--- src/rtl/rsvp_pkg.sv ---
// ----------------------------------------------------------------------------
// rsvp_pkg: shared definitions for the ray-sphere vertex pick unit
// Register indexes, reset constants, multiplier operation codes and the
// command and status structs between the controller and the datapath.
// ----------------------------------------------------------------------------
package rsvp_pkg;

  // Default coordinate width (signed Q16.8).
  localparam int COORD_BITS_DEF = 24;

  // Configuration write channel.
  localparam int CFG_INDEX_BITS = 3;
  localparam int CFG_DATA_BITS  = 32;

  localparam logic [CFG_INDEX_BITS-1:0] REG_ORIGIN_X  = 3'd0;
  localparam logic [CFG_INDEX_BITS-1:0] REG_ORIGIN_Y  = 3'd1;
  localparam logic [CFG_INDEX_BITS-1:0] REG_ORIGIN_Z  = 3'd2;
  localparam logic [CFG_INDEX_BITS-1:0] REG_DIR_X     = 3'd3;
  localparam logic [CFG_INDEX_BITS-1:0] REG_DIR_Y     = 3'd4;
  localparam logic [CFG_INDEX_BITS-1:0] REG_DIR_Z     = 3'd5;
  localparam logic [CFG_INDEX_BITS-1:0] REG_RADIUS_SQ = 3'd6;

  // Squared radius register and its reset value (30 units squared, Q.16).
  localparam int RADIUS_BITS = 32;
  localparam logic [RADIUS_BITS-1:0] RADIUS_SQ_RESET = 32'd58982400;

  // Ray direction z resets to one unit in Q16.8.
  localparam int DIR_Z_RESET = 256;

  // Best squared distance register and the pick limit (10000 units squared).
  localparam int DIST_BITS = 52;
  localparam logic [DIST_BITS-1:0] LIMIT_DIST_SQ = 52'd6553600000000;

  // Operations issued to the shared multiplier.
  typedef enum logic [3:0] {
    OP_NONE,
    OP_SS,      // |d|*|d|  into S
    OP_PN,      // |v|*|d|  into P or N by sign
    OP_AA,      // |v|*|v|  into A
    OP_BB_LL,   // B*B partial products
    OP_BB_LH,
    OP_BB_HH,
    OP_AC_LL,   // A*C partial products
    OP_AC_LH,
    OP_AC_HL,
    OP_AC_HH
  } mul_op_t;

  // Controller to datapath.
  typedef struct packed {
    mul_op_t    op;
    logic [1:0] axis;
    logic       load;
    logic       prep;
    logic       update;
    logic       emit;
  } dp_cmd_t;

  // Datapath to controller.
  typedef struct packed {
    logic last;
    logic s_le_r;
    logic p_le_n;
    logic bb_ge_ac;
    logic out_free;
  } dp_status_t;

endpackage

--- src/rtl/rsvp_ctrl.sv ---
// ----------------------------------------------------------------------------
// rsvp_ctrl: pick sequencer
// Steps one vertex through the sums of products, the hit test, the best
// vertex update and, on the last vertex, the result transfer.
// ----------------------------------------------------------------------------
module rsvp_ctrl (
  input  logic                 clk,
  input  logic                 rst,
  input  logic                 vert_valid,
  output logic                 vert_ready,
  output rsvp_pkg::dp_cmd_t    cmd,
  input  rsvp_pkg::dp_status_t status
);
  import rsvp_pkg::*;

  typedef enum logic [3:0] {
    S_IDLE,
    S_MUL,
    S_MDRAIN,
    S_EVAL,
    S_WIDE,
    S_WDRAIN,
    S_CMP,
    S_UPDATE,
    S_FINISH
  } state_t;

  localparam logic [3:0] MUL_LAST  = 4'd8;
  localparam logic [3:0] WIDE_LAST = 4'd6;

  state_t     state;
  logic [3:0] step;

  assign vert_ready = (state == S_IDLE);

  // Commands for the current state and step.
  always_comb begin
    cmd = '0;
    case (state)
      S_IDLE:   cmd.load = vert_valid;
      S_MUL: begin
        case (step)
          4'd0: begin cmd.op = OP_SS; cmd.axis = 2'd0; end
          4'd1: begin cmd.op = OP_SS; cmd.axis = 2'd1; end
          4'd2: begin cmd.op = OP_SS; cmd.axis = 2'd2; end
          4'd3: begin cmd.op = OP_PN; cmd.axis = 2'd0; end
          4'd4: begin cmd.op = OP_PN; cmd.axis = 2'd1; end
          4'd5: begin cmd.op = OP_PN; cmd.axis = 2'd2; end
          4'd6: begin cmd.op = OP_AA; cmd.axis = 2'd0; end
          4'd7: begin cmd.op = OP_AA; cmd.axis = 2'd1; end
          4'd8: begin cmd.op = OP_AA; cmd.axis = 2'd2; end
          default: cmd.op = OP_NONE;
        endcase
      end
      S_EVAL:   cmd.prep = 1'b1;
      S_WIDE: begin
        case (step)
          4'd0:    cmd.op = OP_BB_LL;
          4'd1:    cmd.op = OP_BB_LH;
          4'd2:    cmd.op = OP_BB_HH;
          4'd3:    cmd.op = OP_AC_LL;
          4'd4:    cmd.op = OP_AC_LH;
          4'd5:    cmd.op = OP_AC_HL;
          4'd6:    cmd.op = OP_AC_HH;
          default: cmd.op = OP_NONE;
        endcase
      end
      S_UPDATE: cmd.update = 1'b1;
      S_FINISH: cmd.emit = status.last && status.out_free;
      default: begin
      end
    endcase
  end

  // State and step counter.
  always_ff @(posedge clk) begin
    if (rst) begin
      state <= S_IDLE;
      step  <= '0;
    end else begin
      case (state)
        S_IDLE: begin
          step <= '0;
          if (vert_valid) begin
            state <= S_MUL;
          end
        end
        S_MUL: begin
          if (step == MUL_LAST) begin
            step  <= '0;
            state <= S_MDRAIN;
          end else begin
            step <= step + 4'd1;
          end
        end
        S_MDRAIN: state <= S_EVAL;
        S_EVAL: begin
          step <= '0;
          if (status.s_le_r) begin
            state <= S_UPDATE;
          end else if (status.p_le_n) begin
            state <= S_WIDE;
          end else begin
            state <= S_FINISH;
          end
        end
        S_WIDE: begin
          if (step == WIDE_LAST) begin
            step  <= '0;
            state <= S_WDRAIN;
          end else begin
            step <= step + 4'd1;
          end
        end
        S_WDRAIN: state <= S_CMP;
        S_CMP:    state <= status.bb_ge_ac ? S_UPDATE : S_FINISH;
        S_UPDATE: state <= S_FINISH;
        S_FINISH: begin
          if (!status.last || status.out_free) begin
            state <= S_IDLE;
          end
        end
        default:  state <= S_IDLE;
      endcase
    end
  end

endmodule

--- config.mk ---
export PLATFORM = sky130hd
export DESIGN_NAME = rsvp_ctrl
export DESIGN_NICKNAME = d
export VERILOG_FILES = /design/src/rtl/rsvp_pkg.sv /design/src/rtl/rsvp_ctrl.sv
export SDC_FILE = /design/constraint.sdc
export NUM_CORES = 1
export LEC_CHECK = 0
export ABC_AREA = 1
export BUFFER_PORTS_ARGS = -buffer_cell sky130_fd_sc_hd__clkbuf_2
export CAP_MARGIN = 20
export CORE_MARGIN = 8
export CORE_UTILIZATION = 55
export DETAILED_ROUTE_END_ITERATION = 12
export PLACE_DENSITY = 0.82
export SYNTH_ARGS = -nofsm -noshare
export SYNTH_HDL_FRONTEND = slang
export SYNTH_SLANG_ARGS = --single-unit
--- constraint.sdc ---
create_clock -name clk -period 3.4 [get_ports clk]
set_input_delay 0.34 -clock clk [delete_from_list [all_inputs] [get_ports clk]]
set_output_delay 0.34 -clock clk [all_outputs]
set_load 0.02 [all_outputs]
==> qor.yml <==
fin_worst_skew_ns: 0.004664
cap_violations: 0
p_comb_share_pct: 64.7
start_util_pct: 59.13
finalHoldViolCount: 0
synthFlopType: "dfxtp_1"
grt_pass1_wl_um: 3249
rows: 13
routed_via_density: 5.135
place.gp.congestion: 0.8678
mostFrequentLayoutCells: "28 x nand2_1, 26 x inv_1, 22 x nor2_1, 18 x clkbuf_2"
yosys.cell_types.count: 21
internal_power_w: 0.0002866
groute.usage.overall_pct: 14.34
cts_resized: 0
p_sw_share_pct: 52.47
n_antenna_cell: 0
fp.dieW_um: 53.41
clock.fmax_mhz: 476.4
remaining_drc_errors: 0
hold_buffers: 0
tightest_slew_ns: 0.2750
pwr-share-clk_pct: 11.3
setup_viol: 0
drive_gt1_share_pct: 21.29
period_share_pct: 61.74
synthArstFlopShare_pct: 0
yosys_warnings: 0
first_iter_violations: 24
tns_ns: 0
drt_pass1_iterations: 4
ys_top_cells_by_area: "dfxtp_1 21%, nand2_1 14%, inv_1 13%"
leakage_nw: 0.5085
status: "finished, final reports clean"
cts.reportedPaths.clkPinSlew_ns: 0.05
yosysTopAreaCell: "dfxtp_1"
relSlewSlack_pct: 81.60
yosysTopAreaCellShare_pct: 20.81
synth_area_um2: 769.5
period_minus_slack_ns: 2.099
path_max_fanout: 6
grt_max_degree: 9
htreeDepth: 1
syn_avg_cell_area_um2: 5.742
yosysSeqAreaShare_pct: 20.81
worstSetupPathType: "reg2out"
ant_nets: 0
hpwl_um: 1569
insertion_delay_ns: 0.24
hp-class: "in2reg"
grt.overflow.total: 0
final_common_cell: "nand2_1"
wl_per_cell_um: 11.26
rsz0062_at_grt: "false"
clock-sinks: 8
pwr-share-seq_pct: 24.1
cts_setup_buffers: 0
hold_slack_ns: 0.2860
cp.arrival_ns: 1.76
fin_nets: 169
clk_path_buf_depth: 2
fin_util_pct: 69.23
fin_cells: 170
postSynthCellCount: 134
die-area_um2: 2852
power_switching_w: 0.0003163
tritoncts: "yes"
cp.required_ns: 3.06
fp.coreArea_um2: 1301
cp-start-kind: "register"
endpoint_kind: "primary output"
peakVddDrop_v: 0.0004556
yosys_register_bits: 8
syn2layout_area_growth_pct: 17.07
antenna_found_initial: 0
place_inst: 167
die_y_um: 53.41
vias: 873
synth_edf_count: 0
p_per_area_nw_per_um2: 669.2
clockRootBuffer: "clkbuf_4"
portBuffers: 18
slew_viol_final: 0
syn_nets: 146
routed_wl_um: 1915
grt_pass1_vias: 761
cts_buffers: 3
pin_count: 19
cells by family (layout without fill, tap and decap cells):
logic type,Yosys count,count (layout),synth area share [%]
AOI/OAI and AO/OA,19,19,13.66
xor gates and xnor gates,1,1,1.138
adders and majority gates,4,4,6.504
buffers and inverters,28,49,13.66
DFF,8,8,20.81
and+or+nand+nor,74,74,44.23
cell usage after synthesis (2+ instances only):
library cell,number
inv_1,26
dfxtp_1,8
nand2_1,28
nand2_2,2
nor2_1,22
nor2_2,3
nand3_1,10
nor3_1,4
inv_2,2
o21ai_0,10
ha_1,4
a21oi_1,6
per-stage QoR:
stage / worst slack (ns) / cell area [um^2] / power, W
5_1_grt: 1.099 / 900.9 / 0.0006680
3_5_place_dp: 1.567 / 878.3 / 0.0005324
4_1_cts: 1.296 / 900.9 / 0.0006068
6_report: 1.301 / 900.9 / 0.0006029
2_1_floorplan: 1.711 / 769.5 / 0.0004429
3_3_place_gp: 1.666 / 878.3 / 0.0005234
area by class of cell:
type / count / area [um^2]
flip-flops and latches: 8 / 160.2
repair buffers: 18 / 90.09
well taps: 15 / 18.77
multi-input cells: 98 / 504.2
clock buffers: 3 / 22.52
inverters: 28 / 105.1
fillers: 131 / 400.4
sequential cells by signal, indices dropped and copies added, names as in the netlist:
signal  flops
step        4
state       4
per-layer routing:
metal | vias up | global-route usage (%) | part of all wire, %
li1 | 464 | - | -
met1 | 377 | 17.90 | 47
met2 | 30 | 24.02 | 45
met3 | 2 | 1.120 | 7.0
met4 | 0 | 6.723 | 0.63
met5 | - | 0 | 0
worst max-delay path, cell delays in order, from the launching register on:
cell and delay, ns:
dfxtp_1 0.36, inv_1 0.11, ha_1 0.27, nor3_1 0.28
nor2_1 0.09, o21ai_0 0.15, o21ai_0 0.09, clkbuf_2 0.16
power by group through the flow:
stage | registers, W | clock network [W] | logic (W)
6_report | 0.000145 | 0.0000680 | 0.000390
3_3_place_gp | 0.000144 | 0 | 0.000379
5_1_grt | 0.000145 | 0.0000769 | 0.000446
3_5_place_dp | 0.000145 | 0 | 0.000387
2_1_floorplan | 0.000138 | 0 | 0.000304
4_1_cts | 0.000143 | 0.0000741 | 0.000389
final timing paths:
path | startpoint | endpoint | slack (ns) | depth (start not counted)
worst max-delay path | step[0] | cmd[6] | 1.30 | 7
worst min-delay path | rst | state[1] | 0.29 | 2
worst min register to register | step[1] | step[1] | 0.59 | 2
worst max register to register | step[0] | state[0] | 2.00 | 8
Note: power is estimated with default switching activity, not from simulation.
