## src/rtl/rsvp_pkg.sv

```systemverilog
// ----------------------------------------------------------------------------
// rsvp_pkg: shared definitions for the ray-sphere vertex pick unit
// Register indexes, reset constants, multiplier operation codes and the
// command and status structs between the controller and the datapath.
// ----------------------------------------------------------------------------
package rsvp_pkg;

  // Default coordinate width (signed Q16.8).
  localparam int COORD_BITS_DEF = 24;

  // Configuration write channel.
  localparam int CFG_INDEX_BITS = 3;
  localparam int CFG_DATA_BITS  = 32;

  localparam logic [CFG_INDEX_BITS-1:0] REG_ORIGIN_X  = 3'd0;
  localparam logic [CFG_INDEX_BITS-1:0] REG_ORIGIN_Y  = 3'd1;
  localparam logic [CFG_INDEX_BITS-1:0] REG_ORIGIN_Z  = 3'd2;
  localparam logic [CFG_INDEX_BITS-1:0] REG_DIR_X     = 3'd3;
  localparam logic [CFG_INDEX_BITS-1:0] REG_DIR_Y     = 3'd4;
  localparam logic [CFG_INDEX_BITS-1:0] REG_DIR_Z     = 3'd5;
  localparam logic [CFG_INDEX_BITS-1:0] REG_RADIUS_SQ = 3'd6;

  // Squared radius register and its reset value (30 units squared, Q.16).
  localparam int RADIUS_BITS = 32;
  localparam logic [RADIUS_BITS-1:0] RADIUS_SQ_RESET = 32'd58982400;

  // Ray direction z resets to one unit in Q16.8.
  localparam int DIR_Z_RESET = 256;

  // Best squared distance register and the pick limit (10000 units squared).
  localparam int DIST_BITS = 52;
  localparam logic [DIST_BITS-1:0] LIMIT_DIST_SQ = 52'd6553600000000;

  // Operations issued to the shared multiplier.
  typedef enum logic [3:0] {
    OP_NONE,
    OP_SS,      // |d|*|d|  into S
    OP_PN,      // |v|*|d|  into P or N by sign
    OP_AA,      // |v|*|v|  into A
    OP_BB_LL,   // B*B partial products
    OP_BB_LH,
    OP_BB_HH,
    OP_AC_LL,   // A*C partial products
    OP_AC_LH,
    OP_AC_HL,
    OP_AC_HH
  } mul_op_t;

  // Controller to datapath.
  typedef struct packed {
    mul_op_t    op;
    logic [1:0] axis;
    logic       load;
    logic       prep;
    logic       update;
    logic       emit;
  } dp_cmd_t;

  // Datapath to controller.
  typedef struct packed {
    logic last;
    logic s_le_r;
    logic p_le_n;
    logic bb_ge_ac;
    logic out_free;
  } dp_status_t;

endpackage

```

## src/rtl/rsvp_cfg_if.sv

```systemverilog
// ----------------------------------------------------------------------------
// rsvp_cfg_if: configuration write channel
// Register index and write data with a valid/ready handshake.
// ----------------------------------------------------------------------------
interface rsvp_cfg_if;
  logic                                 valid;
  logic                                 ready;
  logic [rsvp_pkg::CFG_INDEX_BITS-1:0]  index;
  logic [rsvp_pkg::CFG_DATA_BITS-1:0]   data;

  modport source (output valid, index, data, input ready);
  modport sink   (input valid, index, data, output ready);
endinterface

```

## src/rtl/rsvp_cfg.sv

```systemverilog
// ----------------------------------------------------------------------------
// rsvp_cfg: configuration register file
// Holds the ray origin, ray direction and squared sphere radius.
// ----------------------------------------------------------------------------
module rsvp_cfg #(
  parameter int COORD_BITS = rsvp_pkg::COORD_BITS_DEF
) (
  input  logic                                clk,
  input  logic                                rst,
  rsvp_cfg_if.sink                            cfg,
  output logic [2:0][COORD_BITS-1:0]          origin,
  output logic [2:0][COORD_BITS-1:0]          dir,
  output logic [rsvp_pkg::RADIUS_BITS-1:0]    radius_sq
);
  import rsvp_pkg::*;

  // Writes are always taken.
  assign cfg.ready = 1'b1;

  // Register writes; unknown indexes are ignored.
  always_ff @(posedge clk) begin
    if (rst) begin
      origin    <= '0;
      dir[0]    <= '0;
      dir[1]    <= '0;
      dir[2]    <= COORD_BITS'(DIR_Z_RESET);
      radius_sq <= RADIUS_SQ_RESET;
    end else if (cfg.valid) begin
      case (cfg.index)
        REG_ORIGIN_X:  origin[0] <= cfg.data[COORD_BITS-1:0];
        REG_ORIGIN_Y:  origin[1] <= cfg.data[COORD_BITS-1:0];
        REG_ORIGIN_Z:  origin[2] <= cfg.data[COORD_BITS-1:0];
        REG_DIR_X:     dir[0]    <= cfg.data[COORD_BITS-1:0];
        REG_DIR_Y:     dir[1]    <= cfg.data[COORD_BITS-1:0];
        REG_DIR_Z:     dir[2]    <= cfg.data[COORD_BITS-1:0];
        REG_RADIUS_SQ: radius_sq <= cfg.data[RADIUS_BITS-1:0];
        default: begin
        end
      endcase
    end
  end

endmodule

```

## src/flat_wrapper.sv

```systemverilog
// flat-port wrapper written by rule: the top's interface ports become plain ports
module rsvp_cfg_flat import rsvp_pkg::*;
#(
  parameter int COORD_BITS = rsvp_pkg::COORD_BITS_DEF
)
  (clk, rst, origin, dir, radius_sq, cfg_valid, cfg_index, cfg_data, cfg_ready);
  rsvp_cfg_if cfg_i ();
  input  logic clk;
  input  logic rst;
  output logic [2:0][COORD_BITS-1:0] origin;
  output logic [2:0][COORD_BITS-1:0] dir;
  output logic [rsvp_pkg::RADIUS_BITS-1:0] radius_sq;
  input wire logic [$bits(cfg_i.valid)-1:0] cfg_valid;
  input wire logic [$bits(cfg_i.index)-1:0] cfg_index;
  input wire logic [$bits(cfg_i.data)-1:0] cfg_data;
  output wire logic [$bits(cfg_i.ready)-1:0] cfg_ready;
  assign cfg_i.valid = cfg_valid;
  assign cfg_i.index = cfg_index;
  assign cfg_i.data = cfg_data;
  assign cfg_ready = cfg_i.ready;
  rsvp_cfg #(.COORD_BITS(COORD_BITS)) u_core (.clk(clk), .rst(rst), .cfg(cfg_i), .origin(origin), .dir(dir), .radius_sq(radius_sq));
endmodule
```

## config.mk

```make
export PLATFORM = sky130hd
export DESIGN_NAME = rsvp_cfg_flat
export DESIGN_NICKNAME = d
export VERILOG_FILES = /design/src/rtl/rsvp_pkg.sv /design/src/rtl/rsvp_cfg_if.sv /design/src/rtl/rsvp_cfg.sv /design/src/flat_wrapper.sv
export SDC_FILE = /design/constraint.sdc
export NUM_CORES = 1
export LEC_CHECK = 0
export BUFFER_PORTS_ARGS = -buffer_cell sky130_fd_sc_hd__buf_2
export CORE_ASPECT_RATIO = 0.8
export CORE_MARGIN = 4
export CORE_UTILIZATION = 55
export CTS_CLUSTER_SIZE = 14
export DETAILED_ROUTE_END_ITERATION = 8
export GPL_TIMING_DRIVEN = 0
export HOLD_SLACK_MARGIN = 0.15
export PLACE_DENSITY = 0.85
export SETUP_SLACK_MARGIN = 0.02
export SYNTH_ARGS = -nofsm -noshare
export SYNTH_HDL_FRONTEND = slang
export SYNTH_SLANG_ARGS = --single-unit
```

## constraint.sdc

```tcl
create_clock -name clk -period 3.5 [get_ports clk]
set_input_delay 0.525 -clock clk [delete_from_list [all_inputs] [get_ports clk]]
set_output_delay 0.525 -clock clk [all_outputs]
set_load 0.1 [all_outputs]
```

==> results by group, run 1 <==
STA
  – Unrepaired setup endpoints after global routing: no
  – Max frequency: 566.4 MHz
  – Post-route setup TNS: 0 ns
  – Clock Skews: 0 ns
  – Hold slack: 0.3510 ns
  – Worst rel slew slack: 60.76%
  – Final Max Slew Viols: 0
  – Final hold viol count: 0
  – Fin crit period: 1.766 ns
  – Worst Tran Pin Value: 0.5885 ns
  – Tcrit/Tclk final: 50.45%
  – Final setup vio count: 0

Clock tree
  – Worst skew pair latency: 0.42 ns
  – Clock H-tree levels: 4
  – Clock Tree Buf Depth: 2
  – TritonCTS Sinks: 176
  – Cell at the root of the clock tree: clkbuf_16
  – Post-CTS Hold Buffers: 0
  – CTS Buf Count: 17
  – Worst-path clk slew: 0.07 ns
  – Post_cts resized: 0
  – Post-CTS Setup Inserts: 0
  – CTS tree: yes

Floorplanning
  – Die Width: 133.5 um
  – Core area: 0.01225 mm2
  – Site Rows: 36
  – # IOs: 215
  – Initial Utilization: 56.58%
  – DIE AREA: 0.01447 mm2
  – Die H: 108.4 um

Logic synthesis
  – Synthesized area: 0.006932 mm2
  – Cell variety after synth: 15
  – Area leader, netlist: dfxtp_1
  – Sequential fraction of the synthesis area: 50.83%
  – Post-synthesis cell count: 623
  – Synth Register Bits: 176
  – Top cell type's share of synthesized area: 50.83%
  – Post-Syn Area per Cell: 11.13 um2
  – Post-Synthesis Net Count: 661
  – Yosys Warn Count: 0
  – Synth area leaders: dfxtp_1 (51%), mux2i_1 (25%), nand2b_1 (18%)

Worst hold path
  – Hold WC Path Type: input pin to flip-flop
  – Hold Startpoint: cfg_data[24]
  – Hold depth: 3
  – Min-Delay Endpoint: u_core.radius_sq[24]

Setup path
  – R2R Path End: u_core.dir[67]
  – Worst path bufs/invs: 1
  – Required @ worst endpoint: 2.97 ns
  – Crit start category: flip-flop
  – Reg2Reg Depth: 2
  – CP max stage delay: 0.45 ns
  – Worst-path cell chain: buf_2
  – R2R Setup Slk: 2.81 ns
  – Slowest CP cell: buf_2
  – Critical Path End Type: output port
  – Worst EP arrival: 1.24 ns
  – Cell family with most CP delay: buffers and inverters
  – CP Max Fanout: 2
  – Reg2Reg Launch Point: u_core.dir[67]
  – Crit path kind: flip-flop to output port

Pwr
  – IR drop worst, VDD: 0.3424 mV
  – P_leak: 4.692 nW
  – Pwr dens: 524.5 mW/mm2

Detailed routing
  – Drt wl/cell: 18.57 um
  – Via density: 5.105
  – DRC: 0
  – Detailed Routing Iterations Pass 1: 5
  – Metal3 WL: 1291 um
  – DRT antenna net count: 0
  – DRT iter0 DRCs: 245
  – DR top layer: met4
  – Routed wire length: 19,220 um
  – Met2 routed WL: 9098 um
  – DR vias: 5,284
  – Met1 wire length: 8324 um

Global route
  – Gr ovfl total: 0
  – First-pass GRT wire length: 29,780 um
  – Largest net degree at the start of global routing: 17
  – Number of global-route vias before repair: 5,553
  – Gr usage total: 26.75%
  – Initial antenna violation count: 1

Final layout
  – Post-Layout Cell Count: 1,035
  – Post-route cell area: 0.008806 mm2
  – Area grow syn2layout: 27.04%
  – Final #Nets: 888
  – Share of cells above drive strength 1: 30.82%
  – Fill count: 924

Place
  – Placed Area: 0.008187 mm2
  – IO Port Bufs: 208
  – DP Cell Count: 1,002
  – Hpwl dp: 14,030 um
  – Gp weighted congestion: 0.9029

Job
  – MaxCap Viol Count: 0

Outcome
  – Status: finished clean
how the worst max path moves through the flow:
stage	from	end	slack (ns)	cells past startpoint
after floorplan	cfg_index[0]	u_core.origin[13]	1.82	5
after global placement	rst	u_core.origin[8]	1.54	4
after detailed placement	rst	u_core.origin[56]	1.53	4
after CTS	u_core.dir[70]	dir[70]	1.73	1
after global routing	u_core.dir[59]	dir[59]	1.70	1
final	u_core.origin[46]	origin[46]	1.73	1
area by class of cell:
type                    instances  area [um2]  share of cell area [%]
multi-input cells             398        3163                   35.92
clock inverters                 6       67.56                  0.7673
plain buffers                  49       245.2                   2.785
flip-flops and latches        176        3523                   40.01
repair buffers                208        1041                   11.82
diodes                          1       2.502                 0.02842
clock buffers                  26       549.3                   6.238
well taps                     171       214.0                   2.430
Yosys cell counts:
| library cell | n |
|---|---|
| nand2b_1 | 201 |
| dfxtp_1 | 176 |
| mux2i_1 | 176 |
| clkbuf_1 | 24 |
| buf_2 | 21 |
| nor2_1 | 10 |
| nand4b_1 | 3 |
| nand4bb_1 | 3 |
| and4b_1 | 2 |
| buf_6 | 2 |
| buf_12 | 1 |
| buf_4 | 1 |
| conb_1 | 1 |
| nor4b_1 | 1 |
| or4b_4 | 1 |
layer usage:
| metal | up-vias | track usage (%) |
|---|---|---|
| met1 | 2567 | 32.77 |
| li1 | 2505 | - |
| met3 | 40 | 9.442 |
| met2 | 172 | 43.99 |
| met5 | - | 0 |
| met4 | 0 | 9.692 |
stage by stage:
stage                     util (%)  worst slack [ns]  power (mW)
after floorplan                  -             1.817       2.602
after global placement       66.82             1.545       2.718
after detailed placement     66.82             1.532       2.730
after CTS                    71.85             1.727       4.636
after global routing         71.88             1.696       4.755
final                        71.88             1.734       4.619
layout by cell type, fill, tap and decap left out:
master,netlist,routed
and4b_1,2,2
buf_12,1,1
buf_2,21,229
buf_4,1,1
buf_6,2,2
bufinv_16,0,1
clkbuf_1,24,24
clkbuf_16,0,17
clkbuf_8,0,9
clkinv_2,0,1
clkinv_4,0,1
clkinvlp_4,0,2
conb_1,1,1
dfxtp_1,176,176
diode_2,0,1
inv_6,0,1
mux2i_1,176,176
nand2b_1,201,201
nand4b_1,3,3
nand4bb_1,3,3
nor2_1,10,10
nor4b_1,1,1
or4b_4,1,1
kinds of logic after synthesis:
family / share of synthesized area (%)
flip-flops: 50.83
AND/OR/NAND/NOR: 20.16
other: 0.05410
buffers and inverters: 3.538
multiplexers: 25.42
state kept, by name, summed over array words and instances (netlist names):
signal,cells
u_core.origin,72
u_core.radius_sq,32
u_core.dir,72
where the power goes:
group	leakage [nW]	switching [mW]	internal (mW)
logic	2.97	0.479	0.137
clock network	0.301	0.777	1.15
registers	1.42	0.0245	2.05
total	4.69	1.28	3.34
Note: power is estimated with default switching activity, not from simulation.
==> inputs of run 2 (changes only) <==
ABC_AREA = 1   (was unset)
CORE_UTILIZATION = 51   (was 55)
PLACE_DENSITY = 0.8   (was 0.85)
clock period = 1.7 ns   (was 3.5 ns; I/O delays follow)
==> results by group, run 2 <==
Setup path
  – CP Max Fanout: 2 (unchanged)
  – R2R Setup Slk: 1.08 ns (-1.73 ns)
  – Reg2Reg Launch Point: u_core.origin[49]
  – Critical Path End Type: output port
  – Reg2Reg Depth: 2 (unchanged)
  – Critical path depth: 1 (unchanged)
  – Required @ worst endpoint: 1.44 ns (-1.53 ns)
  – CP max stage delay: 0.45 ns (about the same)
  – Slowest CP cell: buf_2
  – Worst-path cell chain: buf_2
  – Crit path kind: flip-flop to output port
  – Cell family with most CP delay: buffers and inverters
  – Crit start category: flip-flop
  – Worst EP arrival: 1.26 ns (+0.02 ns)
  – Crit path to: origin[49]
  – Crit path from: u_core.origin[49]
  – R2R Path End: u_core.origin[49]
  – Worst path bufs/invs: 1 (unchanged)

Final layout
  – Most frequent cells in the layout: nor2_1 (345), buf_2 (255), nand2_1 (186)
  – Fill count: 1,186 (+28%)
  – Post-route cell area: 0.008906 mm2 (+1.1%)
  – Biggest regs: u_core.dir (72), u_core.origin (72), u_core.radius_sq (32)
  – Area grow syn2layout: 28.48%
  – Share of cells above drive strength 1: 24.08% (-6.7 points)
  – Final #Nets: 1,279 (+44%)
  – Post-Layout Cell Count: 1,431 (+38%)
  – Most common cell after layout, fill and taps aside: nor2_1

Floorplanning
  – Die H: 112.3 um (+3.6%)
  – Site Rows: 37 (+2.8%)
  – # IOs: 215 (unchanged)
  – DIE AREA: 0.01553 mm2 (+7.3%)
  – Core area: 0.01310 mm2 (+6.9%)
  – Die Width: 138.3 um (+3.6%)
  – Initial Utilization: 52.91% (-3.7 points)

Global route
  – Met3 global-route usage: 9.497% (+0.056 points)
  – Number of global-route vias before repair: 6,623 (+19%)
  – Initial antenna violation count: 3 (+2)
  – Gr ovfl total: 0 (unchanged)
  – Gr usage total: 29.33% (+2.6 points)
  – GRT Max-Usage Layer: met2
  – GR Util met2: 44.90% (+0.91 points)
  – First-pass GRT wire length: 36,000 um (+21%)
  – Met1 usage: 39.95% (+7.2 points)
  – Largest net degree at the start of global routing: 17 (unchanged)

Clock tree
  – Worst skew pair latency: 0.42 ns (about the same)
  – Cell at the root of the clock tree: clkbuf_16
  – Clock H-tree levels: 4 (unchanged)
  – Clock Tree Buf Depth: 2 (unchanged)
  – CTS Buf Count: 17 (unchanged)
  – Post_cts resized: 0 (unchanged)
  – Worst-path clk slew: 0.07 ns (about the same)
  – TritonCTS Sinks: 176 (unchanged)
  – CTS tree: yes

Detailed routing
  – Drt wl/cell: 16.40 um (-12%)
  – DRT iter0 DRCs: 746 (+200%)
  – DR vias: 7,320 (+39%)
  – DRC: 0 (unchanged)
  – Via density: 5.115 (+0.20%)
  – Detailed Routing Iterations Pass 1: 5 (unchanged)
  – DRT antenna net count: 0 (unchanged)
  – Routed wire length: 23,460 um (+22%)

STA
  – Fin crit period: 1.515 ns
  – Post-route setup TNS: 0 ns (unchanged)
  – Max frequency: 659.9 MHz
  – Worst Tran Pin Value: 0.6226 ns (+0.03401 ns)
  – Final setup vio count: 0 (unchanged)
  – Unrepaired setup endpoints after global routing: no
  – Final hold viol count: 0 (unchanged)
  – Clock Skews: 0 ns (unchanged)
  – Final Max Slew Viols: 0 (unchanged)
  – Tcrit/Tclk final: 89.14%
  – Worst rel slew slack: 58.50% (-2.3 points)

Logic synthesis
  – Top-count cell post-synth: nor2_1
  – Synthesized area: 0.006932 mm2 (unchanged)
  – EDFF count, synth: 0 (unchanged)
  – Post-synthesis cell count: 1,001 (+61%)
  – Post-Synthesis Net Count: 1,039 (+57%)
  – Synth Register Bits: 176 (unchanged)
  – Area leader, netlist: dfxtp_1
  – Synth Flop Type: dfxtp_1
  – Post-synth top cells: nor2_1 (345), nand2_1 (186), dfxtp_1 (176), nand3_1 (176), buf_2 (42)
  – Cell variety after synth: 15 (unchanged)
  – Post-Syn Area per Cell: 6.925 um2 (-38%)
  – Synth area leaders: dfxtp_1 (51%), nor2_1 (19%), nand3_1 (13%)
  – Top cell type's share of synthesized area: 50.83% (unchanged)
  – Sequential fraction of the synthesis area: 50.83% (unchanged)
  – Synth async-reset ratio: 0% (unchanged)
  – Yosys Warn Count: 0 (unchanged)

Pwr
  – Pwr dens: 1175 mW/mm2 (+120%)
  – Total chip power: 10.46 mW (+130%)
  – P_leak: 4.513 nW (-3.8%)
  – IR drop worst, VDD: 0.8038 mV (+130%)

Outcome
  – Status: finished clean

Worst hold path
  – Hold WC Path Type: input pin to flip-flop
  – Hold depth: 5 (+2)

Place
  – IO Port Bufs: 213 (+2.4%)
  – Gp weighted congestion: 0.8452 (-6.4%)
  – DP Cell Count: 1,389 (+39%)
  – Placed Area: 0.008217 mm2 (+0.37%)
  – Hpwl dp: 16,600 um (+18%)

Job
  – MaxCap Viol Count: 0 (unchanged)
[run 2: changes by cell type after synthesis, moves of 33 or more]
cell / before / now
inv_1: 0 / 33
mux2i_1: 176 / 0
nand2_1: 0 / 186
nand2b_1: 201 / 0
nand3_1: 0 / 176
nor2_1: 10 / 345
[run 2: cell type report]
class / count / area [um2] / share of cell area [%]
flip-flops and latches: 176 / 3523 / 39.56
inverters: 37 / 138.9 / 1.559
repair buffers: 221 / 1146 / 12.87
plain buffers: 70 / 330.3 / 3.709
well taps: 175 / 219.0 / 2.459
clock inverters: 14 / 175.2 / 1.967
diodes: 2 / 5.005 / 0.05620
multi-input cells: 718 / 2939 / 33.00
clock buffers: 18 / 429.2 / 4.819
[run 2: cells by family (layout without fill, tap and decap cells)]
kind of cell	after synthesis	in the layout	share of synthesized area (%)
AOI/OAI and AO/OA	1	1	0.07213
buffers and inverters	107	360	6.769
other	1	3	0.05410
DFF	176	176	50.83
and+or+nand+nor	716	716	42.27
[run 2: layer usage]
layer  share of wire, %  wire (um)  vias up
li1                   -          -     3581
met1                 43      10080     3347
met2                 43      10110      348
met3                 12       2731       40
met4                2.2        514        4
met5              0.085         20        -
[run 2: worst min path at each step]
| stage | from | end | slack, ns |
|---|---|---|---|
| floorplan | cfg_data[18] | u_core.radius_sq[18] | 0.38 |
| finish | cfg_data[26] | u_core.radius_sq[26] | 0.15 |
| detailed placement | u_core.radius_sq[25] | u_core.radius_sq[25] | 0.44 |
| CTS | cfg_data[26] | u_core.radius_sq[26] | 0.15 |
| global route | cfg_data[30] | u_core.radius_sq[30] | 0.17 |
| global placement | u_core.radius_sq[25] | u_core.radius_sq[25] | 0.44 |
[run 2: worst register-to-register path, cell delays in order, from the launching register on]
cell     delay (ns)
dfxtp_1        0.38
nor2_1         0.06
nor2_1         0.11
[run 2: where the power goes]
part,leakage [nW],internal (mW),total (mW),switching [mW]
Combinational,2.79,0.348,2.03,1.68
Sequential,1.43,4.27,4.34,0.0754
Clock,0.288,2.34,4.09,1.76
[run 2: metrics by stage]
step / setup WS, ns / utilization, % / hold slack (ns)
finish: 0.1846 / 67.98 / 0.1507
global route: 0.1587 / 67.96 / 0.1748
CTS: 0.1924 / 67.94 / 0.1539
detailed placement: 0.1972 / 62.72 / 0.4418
global placement: 0.2089 / 62.72 / 0.4354
floorplan: 0.4244 / - / 0.3812
[run 2: repair_timing]
item,CTS,global route
setup endpoints to repair,0,0
hold endpoints to repair,8,0
hold buffers,8,0
setup buffers,0,0
==> inputs of run 3 (changes only) <==
PLACE_DENSITY = 0.82   (was 0.8)
==> results by group, run 3 (synthesized netlist as in run 2, its figures left out) <==
Outcome
  – Status: finished clean

Worst hold path
  – Hold WC Path Type: input pin to flip-flop

Final layout
  – Share of cells above drive strength 1: 23.78% (-0.30 points)
  – Final #Nets: 1,279 (unchanged)
  – Diodes inserted: 0 (-2)
  – Most common cell after layout, fill and taps aside: nor2_1
  – Most frequent cells in the layout: nor2_1 (345), buf_2 (255), nand2_1 (186)
  – Post-route cell area: 0.008886 mm2 (-0.22%)
  – Area grow syn2layout: 28.19%
  – Biggest regs: u_core.dir (72), u_core.origin (72), u_core.radius_sq (32)

Global route
  – Gr ovfl total: 0 (unchanged)
  – Number of global-route vias before repair: 6,608 (-0.23%)
  – Initial antenna violation count: 1 (-2)
  – First-pass GRT wire length: 35,570 um (-1.2%)
  – Gr usage total: 29.15% (-0.18 points)
  – Largest net degree at the start of global routing: 17 (unchanged)

Detailed routing
  – Met2 routed WL: 10,100 um (-0.11%)
  – Met1 wire length: 9972 um (-1.1%)
  – Routed wire length: 23,560 um (+0.40%)
  – DRT iter0 DRCs: 602 (-19%)
  – Drt wl/cell: 16.50 um (+0.61%)
  – Via density: 5.197 (+1.6%)
  – Detailed Routing Iterations Pass 1: 7 (+2)
  – DR top layer: met5
  – Metal3 WL: 2848 um (+4.3%)
  – DR vias: 7,421 (+1.4%)
  – DRT antenna net count: 0 (unchanged)
  – DRC: 0 (unchanged)

STA
  – Tcrit/Tclk final: 88.33% (-0.81 points)
  – Worst rel slew slack: 57.44% (-1.1 points)
  – Fin crit period: 1.502 ns (-0.01381 ns)
  – Final setup vio count: 0 (unchanged)
  – Clock Skews: 0 ns (unchanged)
  – Final Max Slew Viols: 0 (unchanged)
  – Post-route setup TNS: 0 ns (unchanged)
  – Final hold viol count: 0 (unchanged)
  – Final setup margin: 0.1984 ns (+0.01381 ns)
  – Unrepaired setup endpoints after global routing: no
  – Worst Tran Pin Value: 0.6384 ns (+0.01583 ns)
  – Max frequency: 666.0 MHz (+0.92%)

Setup path
  – Worst-path cell chain: buf_2
  – Worst path bufs/invs: 1 (unchanged)
  – Required @ worst endpoint: 1.44 ns (about the same)
  – Worst EP arrival: 1.25 ns (about the same)
  – Slowest CP cell: buf_2
  – Cell family with most CP delay: buffers and inverters
  – Critical Path End Type: output port
  – CP max stage delay: 0.45 ns (about the same)
  – CP Max Fanout: 2 (unchanged)
  – Crit path kind: flip-flop to output port
  – Crit start category: flip-flop

Floorplanning
  – Die Width: 138.3 um (unchanged)
  – Initial Utilization: 52.91% (unchanged)
  – DIE AREA: 0.01553 mm2 (unchanged)
  – Site Rows: 37 (unchanged)
  – Die H: 112.3 um (unchanged)
  – # IOs: 215 (unchanged)
  – Core area: 0.01310 mm2 (unchanged)

Place
  – Placed Area: 0.008217 mm2 (unchanged)
  – IO Port Bufs: 213 (unchanged)
  – Hpwl dp: 16,610 um (about the same)
  – Pre-CTS setup slack: 0.1621 ns (-0.03511 ns)
  – Gp weighted congestion: 0.8466 (+0.17%)

Clock tree
  – Worst skew pair latency: 0.43 ns (about the same)
  – CTS Buf Count: 17 (unchanged)
  – CTS tree: yes
  – TritonCTS Sinks: 176 (unchanged)
  – Worst-path clk slew: 0.07 ns (about the same)
  – Cell at the root of the clock tree: clkbuf_16
  – Clock H-tree levels: 4 (unchanged)
  – Clock Tree Buf Depth: 2 (unchanged)

Pwr
  – Total chip power: 10.38 mW (-0.80%)
  – P_leak: 4.501 nW (-0.26%)
  – IR drop worst, VDD: 0.7315 mV (-9.0%)
  – Pwr dens: 1168 mW/mm2 (-0.58%)

Job
  – MaxCap Viol Count: 0 (unchanged)
run 3: changes by cell type in the layout (fill, tap and decap cells not counted):
cell and change:
diode_2 -2, clkbuf_1 +3, clkinv_2 -1, clkbuf_8 +1, clkinv_4 +1, inv_6 -5
run 3: cell type report:
type | count | area, um2
Clock inverter | 9 | 135.1
Buffer | 70 | 330.3
Tap cell | 175 | 219.0
Clock buffer | 22 | 454.2
Sequential cell | 176 | 3523
Fill cell | 1161 | 4215
Timing Repair Buffer | 221 | 1146
Inverter | 37 | 138.9
Multi-Input combinational cell | 718 | 2939
run 3: final timing paths:
kind | from | end | slack, ns | depth (start not counted)
worst max-delay path | u_core.dir[26] | dir[26] | 0.20 | 1
worst min-delay path | cfg_data[27] | u_core.radius_sq[27] | 0.15 | 5
worst max register to register | u_core.origin[27] | u_core.origin[27] | 1.08 | 2
worst min register to register | u_core.radius_sq[23] | u_core.radius_sq[23] | 0.46 | 2
run 3: timing repair:
item,4_1_cts,5_1_grt
buffers inserted,0,0
hold buffers,8,0
gates resized for setup,0,0
hold endpoints to repair,8,0
endpoints found under the setup margin,0,0
run 3: per-layer routing:
layer | vias to the layer above | GRT usage [%]
li1 | 3580 | -
met1 | 3378 | 39.13
met2 | 411 | 44.64
met3 | 50 | 8.816
met4 | 2 | 10.73
met5 | - | 0
run 3: through the flow:
step | instances | hold WS [ns] | utilization [%]
6_report | 1428 | 0.1484 | 67.83
5_1_grt | 1428 | 0.1782 | 67.83
4_1_cts | 1428 | 0.1502 | 67.83
3_5_place_dp | 1389 | 0.4424 | 62.72
3_3_place_gp | 1389 | 0.4342 | 62.72
2_1_floorplan | 1001 | 0.3812 | -
run 3: report_power, final:
part / switching (mW) / leakage, nW / total, mW / internal (mW)
Sequential: 0.0753 / 1.43 / 4.34 / 4.27
Clock: 1.66 / 0.276 / 4.00 / 2.35
Combinational: 1.68 / 2.79 / 2.03 / 0.347
Total: 3.42 / 4.50 / 10.4 / 6.96
